**config.mk**
```make
export PLATFORM = sky130hd
export DESIGN_NAME = keyboard_report_key_tracker_core
export DESIGN_NICKNAME = d
export VERILOG_FILES = /design/src/hw/rtl/krkt_pkg.sv /design/src/hw/rtl/krkt_ctrl.sv /design/src/hw/rtl/krkt_datapath.sv /design/src/hw/rtl/keyboard_report_key_tracker_core.sv
export SDC_FILE = /design/constraint.sdc
export NUM_CORES = 1
export LEC_CHECK = 0
export CORE_ASPECT_RATIO = 1.4
export CORE_MARGIN = 2
export CORE_UTILIZATION = 40
export CTS_BUF_LIST = sky130_fd_sc_hd__clkbuf_16
export DETAILED_ROUTE_END_ITERATION = 7
export DONT_BUFFER_PORTS = 1
export SLEW_MARGIN = 40
export SYNTH_ARGS = -nofsm -noshare
export SYNTH_HDL_FRONTEND = slang
export SYNTH_SLANG_ARGS = --single-unit
export TNS_END_PERCENT = 50
```
**constraint.sdc**
```tcl
create_clock -name i_clk -period 4.36 [get_ports i_clk]
set_input_delay 0 -clock i_clk [delete_from_list [all_inputs] [get_ports i_clk]]
set_output_delay 0 -clock i_clk [all_outputs]
set_load 0.02 [all_outputs]
```
**src/hw/rtl/krkt_pkg.sv**
```systemverilog
package krkt_pkg;

    // Event codes carried in the mode field.
    localparam logic [2:0] MODE_PRESS_MOD   = 3'd0;
    localparam logic [2:0] MODE_RELEASE_MOD = 3'd1;
    localparam logic [2:0] MODE_PRESS_KEY   = 3'd2;
    localparam logic [2:0] MODE_RELEASE_KEY = 3'd3;
    localparam logic [2:0] MODE_CLEAR_KEYS  = 3'd4;
    localparam logic [2:0] MODE_TAKEN       = 3'd5;
    localparam logic [2:0] MODE_BUS_RESET   = 3'd6;

    // Rollover code after reset.
    localparam logic [7:0] ROLLOVER_RESET = 8'd1;

    // Key slots that appear in one output word.
    localparam int OUT_SLOTS = 6;

    typedef struct packed {
        logic [2:0] mode;
        logic [7:0] code_value;
    } t_in_word;

    typedef struct packed {
        logic [7:0] modifiers;
        logic [7:0] key_slot_0;
        logic [7:0] key_slot_1;
        logic [7:0] key_slot_2;
        logic [7:0] key_slot_3;
        logic [7:0] key_slot_4;
        logic [7:0] key_slot_5;
        logic       report_sent;
        logic       report_pending;
    } t_out_word;

    // Commands from the controller to the datapath.
    typedef struct packed {
        logic load;
        logic step;
        logic finish;
    } t_dp_cmd;

    // Status from the datapath to the controller.
    typedef struct packed {
        logic key_mode;
        logic scan_last;
        logic out_free;
    } t_dp_sts;

endpackage

```
**src/hw/rtl/krkt_ctrl.sv**
```systemverilog
module krkt_ctrl (
    input  logic              i_clk,
    input  logic              i_rst_n,
    input  logic              i_in_valid,
    output logic              o_in_stall,
    input  krkt_pkg::t_dp_sts i_sts,
    output krkt_pkg::t_dp_cmd o_cmd
);

    localparam logic [1:0] ST_IDLE = 2'd0;
    localparam logic [1:0] ST_SCAN = 2'd1;
    localparam logic [1:0] ST_DONE = 2'd2;

    logic [1:0] r_state;
    logic [1:0] n_state;

    // Only one event is in flight at a time.
    assign o_in_stall = (r_state != ST_IDLE);

    // Next state and command decode.
    always_comb begin
        n_state      = r_state;
        o_cmd.load   = 1'b0;
        o_cmd.step   = 1'b0;
        o_cmd.finish = 1'b0;
        case (r_state)
            ST_IDLE: begin
                if (i_in_valid) begin
                    o_cmd.load = 1'b1;
                    n_state    = ST_SCAN;
                end
            end
            ST_SCAN: begin
                o_cmd.step = 1'b1;
                if (i_sts.scan_last || !i_sts.key_mode) begin
                    n_state = ST_DONE;
                end
            end
            ST_DONE: begin
                if (i_sts.out_free) begin
                    o_cmd.finish = 1'b1;
                    n_state      = ST_IDLE;
                end
            end
            default: begin
                n_state = ST_IDLE;
            end
        endcase
    end

    // State register.
    always_ff @(posedge i_clk) begin
        if (!i_rst_n) begin
            r_state <= ST_IDLE;
        end else begin
            r_state <= n_state;
        end
    end

endmodule

```
**src/hw/rtl/krkt_datapath.sv**
```systemverilog
module krkt_datapath #(
    parameter int REPORT_BYTES = 8
) (
    input  logic                i_clk,
    input  logic                i_rst_n,
    input  krkt_pkg::t_in_word  i_in_word,
    input  logic                i_cfg_valid,
    input  logic [7:0]          i_cfg_data,
    input  logic                i_out_stall,
    output logic                o_out_valid,
    output krkt_pkg::t_out_word o_out_word,
    input  krkt_pkg::t_dp_cmd   i_cmd,
    output krkt_pkg::t_dp_sts   o_sts
);

    localparam int SLOTS = REPORT_BYTES - 2;
    localparam int IDX_W = (SLOTS > 1) ? $clog2(SLOTS) : 1;
    localparam logic [IDX_W-1:0] LAST_IDX = IDX_W'(SLOTS - 1);

    logic [2:0]       r_mode;
    logic [7:0]       r_code;
    logic [7:0]       r_roll;
    logic [7:0]       r_mods;
    logic [7:0]       r_slots [SLOTS];
    logic             r_pend;
    logic [IDX_W-1:0] r_idx;
    logic             r_hit;
    logic [IDX_W-1:0] r_hit_idx;
    logic             r_emp;
    logic [IDX_W-1:0] r_emp_idx;
    logic             r_out_valid;
    krkt_pkg::t_out_word r_out_word;

    logic [7:0]       n_mods;
    logic [7:0]       n_slots [SLOTS];
    logic             n_pend;
    logic             n_sent;
    logic [7:0]       cur_slot;
    logic [7:0]       show_slot [krkt_pkg::OUT_SLOTS];

    assign cur_slot        = r_slots[r_idx];
    assign o_sts.key_mode  = (r_mode inside {krkt_pkg::MODE_PRESS_KEY,
                                             krkt_pkg::MODE_RELEASE_KEY});
    assign o_sts.scan_last = (r_idx == LAST_IDX);
    assign o_sts.out_free  = !r_out_valid || !i_out_stall;
    assign o_out_valid     = r_out_valid;
    assign o_out_word      = r_out_word;

    // Apply the event using the scan results.
    always_comb begin
        n_mods = r_mods;
        n_pend = r_pend;
        n_sent = 1'b0;
        for (int i = 0; i < SLOTS; i++) begin
            n_slots[i] = r_slots[i];
        end
        case (r_mode)
            krkt_pkg::MODE_PRESS_MOD: begin
                n_mods = r_mods | r_code;
                n_sent = 1'b1;
            end
            krkt_pkg::MODE_RELEASE_MOD: begin
                n_mods = r_mods & ~r_code;
                n_sent = 1'b1;
            end
            krkt_pkg::MODE_PRESS_KEY: begin
                if (!r_hit) begin
                    n_sent = 1'b1;
                    if (r_emp) begin
                        n_slots[r_emp_idx] = r_code;
                    end else begin
                        for (int i = 0; i < SLOTS; i++) begin
                            n_slots[i] = 8'd0;
                        end
                        n_slots[0] = r_roll;
                    end
                end
            end
            krkt_pkg::MODE_RELEASE_KEY: begin
                if (r_hit) begin
                    n_slots[r_hit_idx] = 8'd0;
                    n_sent             = 1'b1;
                end
            end
            krkt_pkg::MODE_CLEAR_KEYS: begin
                n_mods = 8'd0;
                for (int i = 0; i < SLOTS; i++) begin
                    n_slots[i] = 8'd0;
                end
            end
            krkt_pkg::MODE_TAKEN: begin
                n_pend = 1'b0;
            end
            krkt_pkg::MODE_BUS_RESET: begin
                n_mods = 8'd0;
                n_pend = 1'b0;
                for (int i = 0; i < SLOTS; i++) begin
                    n_slots[i] = 8'd0;
                end
            end
            default: begin
            end
        endcase
        if (n_sent) begin
            n_pend = 1'b1;
        end
    end

    // Slots shown in the output word; missing slots read as zero.
    for (genvar g = 0; g < krkt_pkg::OUT_SLOTS; g++) begin : g_show
        if (g < SLOTS) begin : g_real
            assign show_slot[g] = n_slots[g];
        end else begin : g_none
            assign show_slot[g] = 8'd0;
        end
    end

    // Event latch and slot scan, one slot per cycle.
    always_ff @(posedge i_clk) begin
        if (i_cmd.load) begin
            r_mode <= i_in_word.mode;
            r_code <= i_in_word.code_value;
            r_idx  <= '0;
        end else if (i_cmd.step && !o_sts.scan_last) begin
            r_idx <= r_idx + 1'b1;
        end
        if (i_cmd.load) begin
            r_hit <= 1'b0;
            r_emp <= 1'b0;
        end else if (i_cmd.step && o_sts.key_mode) begin
            if (!r_hit && (cur_slot == r_code)) begin
                r_hit     <= 1'b1;
                r_hit_idx <= r_idx;
            end
            if (!r_emp && (cur_slot == 8'd0)) begin
                r_emp     <= 1'b1;
                r_emp_idx <= r_idx;
            end
        end
    end

    // Report state and rollover register.
    always_ff @(posedge i_clk) begin
        if (!i_rst_n) begin
            r_mods <= 8'd0;
            r_pend <= 1'b0;
            r_roll <= krkt_pkg::ROLLOVER_RESET;
            for (int i = 0; i < SLOTS; i++) begin
                r_slots[i] <= 8'd0;
            end
        end else begin
            if (i_cfg_valid) begin
                r_roll <= i_cfg_data;
            end
            if (i_cmd.finish) begin
                r_mods <= n_mods;
                r_pend <= n_pend;
                for (int i = 0; i < SLOTS; i++) begin
                    r_slots[i] <= n_slots[i];
                end
            end
        end
    end

    // Output word register.
    always_ff @(posedge i_clk) begin
        if (!i_rst_n) begin
            r_out_valid <= 1'b0;
        end else if (i_cmd.finish) begin
            r_out_valid <= 1'b1;
        end else if (!i_out_stall) begin
            r_out_valid <= 1'b0;
        end
    end

    always_ff @(posedge i_clk) begin
        if (i_cmd.finish) begin
            r_out_word.modifiers      <= n_mods;
            r_out_word.key_slot_0     <= show_slot[0];
            r_out_word.key_slot_1     <= show_slot[1];
            r_out_word.key_slot_2     <= show_slot[2];
            r_out_word.key_slot_3     <= show_slot[3];
            r_out_word.key_slot_4     <= show_slot[4];
            r_out_word.key_slot_5     <= show_slot[5];
            r_out_word.report_sent    <= n_sent;
            r_out_word.report_pending <= n_pend;
        end
    end

endmodule

```
**src/hw/rtl/keyboard_report_key_tracker_core.sv**
```systemverilog
// Boot keyboard report tracker. Each input word is one event (modifier set or
// clear, key press or release, clear keys, report taken, bus reset), and each
// event gives exactly one output word holding the report after the event plus
// the sent and pending flags. For key presses and releases the scan state walks
// the REPORT_BYTES - 2 key slots one slot per cycle, and the done state then
// applies the event and registers the output word. Every other event passes
// through the scan state without comparing slots. The next event can be taken
// in the cycle after the previous word is registered. A new event is accepted
// once the previous one has reached the output register, even if that word is
// still stalled; the apply step then waits until the stalled word has been taken.
// The rollover code register may be written at any time the block is idle.
module keyboard_report_key_tracker_core #(
    parameter int REPORT_BYTES = 8
) (
    input  logic                i_clk,
    input  logic                i_rst_n,
    input  logic                i_in_valid,
    output logic                o_in_stall,
    input  krkt_pkg::t_in_word  i_in_word,
    output logic                o_out_valid,
    input  logic                i_out_stall,
    output krkt_pkg::t_out_word o_out_word,
    input  logic                i_cfg_valid,
    output logic                o_cfg_ready,
    input  logic [7:0]          i_cfg_data
);

    krkt_pkg::t_dp_cmd cmd;
    krkt_pkg::t_dp_sts sts;

    // The register write is always taken.
    assign o_cfg_ready = 1'b1;

    krkt_ctrl u_ctrl (
        .i_clk      (i_clk),
        .i_rst_n    (i_rst_n),
        .i_in_valid (i_in_valid),
        .o_in_stall (o_in_stall),
        .i_sts      (sts),
        .o_cmd      (cmd)
    );

    krkt_datapath #(
        .REPORT_BYTES (REPORT_BYTES)
    ) u_datapath (
        .i_clk       (i_clk),
        .i_rst_n     (i_rst_n),
        .i_in_word   (i_in_word),
        .i_cfg_valid (i_cfg_valid),
        .i_cfg_data  (i_cfg_data),
        .i_out_stall (i_out_stall),
        .o_out_valid (o_out_valid),
        .o_out_word  (o_out_word),
        .i_cmd       (cmd),
        .o_sts       (sts)
    );

endmodule

```
==> results.md <==
* Yosys warning count at 0
* Area after DPL at 7669 um^2
* PD cells at 421.3 nW/um^2
* Filler cells at 1689
* Sum Neg Setup Slack at 0 ns
* Fin crit period at 2.971 ns
* Core Area at 18460 um^2
* Max-Cap Viols at 0
* Largest net degree at the start of global routing at 75
* Setup violators final at 0
* Status: complete, no violations
* First-pass iteration count of the detailed router at 6
* HP Class: input pin to flop
* Area Overhead vs Synth at 14.63%
* # placed instances at 870
* Worst Setup Start Kind: flop
* Vias at 5254
* Layout cells sized above 1 at 0.09316
* Ant diodes at 0
* Ys flop type: edfxtp_1
* Slew margin rel. at 0.4510
* Worst IR Drop VDD at 0.2496 mV
* Placement Rows at 59
* Die area at 19830 um^2
* Resized cells post-CTS at 0
* GRT overflow at 0
* Crit-path max FO at 22
* Lkg Pwr at 3.024 nW
* Mapped Area at 7483 um^2
* Sequential area share after synthesis at 0.5685
* Clock Path Buffers at 2
* Max Freq at 336.6 MHz
* H-tree Lvls at 4
* I/O Buffers at 0
* Routability cong. at 0.8757
* Total track usage at 0.2022
* Post-synthesis average cell area at 11.27 um^2
* Initial antenna violation count at 0
* Vias/cell at 5.643
* Clk Tree Root Cell: clkbuf_16
* Starting Density at 0.4055
* Worst setup path class: flop to flop
* Fin nets at 700
* Vias in the first global route at 5103
* Clk Latency, worst-skew pair at 0.43 ns
* Clock Sinks at 151
* Die height at 165.8 um
* Ys async rst share at 0
* Drt wl/cell at 21.24 um
* Worst Tran Pin Value at 0.8235 ns
* Yosys reg bits at 151
* RSZ-0062 raised after global routing: false
* Die X at 119.6 um
* Fin cells at 931
* WP data required at 4.64 ns
* Ports at 85
* Synth cell types at 55
* Clock transition at path regs at 0.06 ns
* Number of flops mapped to enable cells by yosys at 123
* Drt drc at 0
* DR iter-0 viols at 396
* Routed Wire Length at 19.77 mm
* DRT antenna net count at 0
* CTS tree: yes
* Cells after synthesis at 664
* Fin. max-slew vios at 0
* WP data arrival at 3.25 ns
* Design area at 8578 um^2
* Mapped Nets at 690
* TritonCTS Buffers at 17
* Final hold violations at 0
* First-pass GRT wire length at 29.90 mm
* Clock Skews at 0.008654 ns
* Period utilization at 0.6815
* Critical Path Sink Type: flop
* Hpwl dp at 12.97 mm
## per-layer routing
layer,global-route usage,wire (um)
met1,0.2485,8354
met2,0.3429,10070
met3,0.03640,642
met4,0.09463,705
met5,0,0
## through the flow
step / setup WS (ns) / total power [mW] / hold slack (ns) / utilization
5_1_grt: 1.070 / 3.737 / 0.1714 / 0.4648
3_3_place_gp: 1.303 / 2.103 / 0.06776 / 0.4148
4_1_cts: 1.401 / 3.631 / 0.1495 / 0.4638
3_5_place_dp: 1.395 / 2.110 / 0.07349 / 0.4155
6_report: 1.389 / 3.614 / 0.1174 / 0.4648
2_1_floorplan: 0.6600 / 2.007 / 0.09887 / -
## critical path, stage by stage, from the launching register on
cell	delay, ns
edfxtp_1	0.55
nor2b_1	0.24
nor2b_1	0.42
o21a_1	0.74
buf_4	0.39
a21oi_1	0.10
o22ai_1	0.20
nor2b_1	0.15
## where the power goes
part	internal (mW)	switching [mW]	total [mW]	leakage (nW)
sequential	1.63	0.123	1.76	1.43
combinational	0.166	0.188	0.354	1.29
clock	0.904	0.598	1.50	0.308
total	2.70	0.910	3.61	3.02
## Yosys cell counts (10+ instances only)
library cell | count | area, um^2
nor3_1 | 10 | 50.05
inv_1 | 12 | 45.04
a21oi_1 | 18 | 90.09
nand2_1 | 91 | 341.6
edfxtp_1 | 123 | 3694
a22o_1 | 47 | 411.6
nor2b_1 | 70 | 437.9
dfxtp_1 | 28 | 560.5
clkbuf_1 | 30 | 112.6
mux2i_1 | 34 | 340.3
o21ai_0 | 64 | 320.3
nor2_1 | 15 | 56.30
## worst paths after layout
| kind | startpoint | to | slack, ns | depth (start not counted) |
|---|---|---|---|---|
| worst max-delay path | u_datapath.r_mode[0]$_DFFE_PP_ | u_datapath.r_slots[4][7]$_SDFFCE_PN0P_ | 1.39 | 7 |
| worst min-delay path | i_rst_n | u_datapath.r_slots[2][2]$_SDFFCE_PN0P_ | 0.12 | 2 |
| worst max register to register | u_datapath.r_mode[0]$_DFFE_PP_ | u_datapath.r_slots[4][7]$_SDFFCE_PN0P_ | 1.39 | 7 |
| worst min register to register | u_datapath.r_mods[7]$_SDFFE_PN0P_ | u_datapath.r_mods[7]$_SDFFE_PN0P_ | 0.52 | 2 |
## sequential cells by signal, summed over array words and instances (netlist names), named ones only
name	count
u_datapath.r_code	8
u_datapath.r_emp_idx	3
u_datapath.r_roll	8
u_datapath.r_mods	8
u_datapath.r_hit_idx	3
u_datapath.r_hit	1
u_ctrl.r_state	2
u_datapath.r_slots	48
u_datapath.r_pend	1
u_datapath.o_out_word	58
u_datapath.r_mode	3
u_datapath.r_idx	3
u_datapath.o_out_valid	1
u_datapath.r_emp	1
## cell families after synthesis
kind of cell / Yosys count / synth area share
flip-flops: 151 / 0.5685
buffers and inverters: 55 / 0.03060
adder cells (fa/ha/maj): 2 / 0.003343
AND/OR/NAND/NOR: 229 / 0.1603
AO/OA/AOI/OAI: 171 / 0.1572
other: 1 / 0.0005011
XOR/XNOR: 12 / 0.01405
multiplexers: 43 / 0.06554
## final cells by class
type                       instances  area (um^2)  share of cell area
clock buffer                      19        475.5             0.05543
clock inverter                    13        125.1             0.01459
inverter                          12        45.04            0.005251
multi-input combinational        458         3038              0.3541
sequential                       151         4258              0.4964
tap                              244        305.3             0.03559
timing repair buffer              34        331.6             0.03865
## repair_timing
action	in CTS	in global routing
endpoints found under the hold margin	45	0
setup buffers	0	0
hold buffers	29	0
## cells in the final DEF, fill, tap and decap left out, types with 3 or more instances in the layout
master / instances
edfxtp_1: 123
nand2_1: 90
nor2b_1: 70
o21ai_0: 64
a22o_1: 47
mux2i_1: 34
dlygate4sd3_1: 29
dfxtp_1: 25
clkbuf_16: 19
a21oi_1: 18
inv_1: 14
nor2_1: 14
nor3_1: 9
xor2_1: 9
nand3_1: 6
o22ai_1: 6
and3_1: 6
o22a_1: 6
o2bb2ai_1: 6
nand2b_1: 4
mux4_2: 4
a22oi_1: 4
nand3b_1: 4
nor3_2: 4
or4b_2: 4
buf_4: 4
nor3b_1: 3
mux2_2: 3
xnor2_1: 3
a21boi_0: 3
a211o_1: 3
a21o_1: 3
dfxtp_2: 3
clkinv_2: 3
clkinv_4: 3
Power figures use the tool's default switching activity.
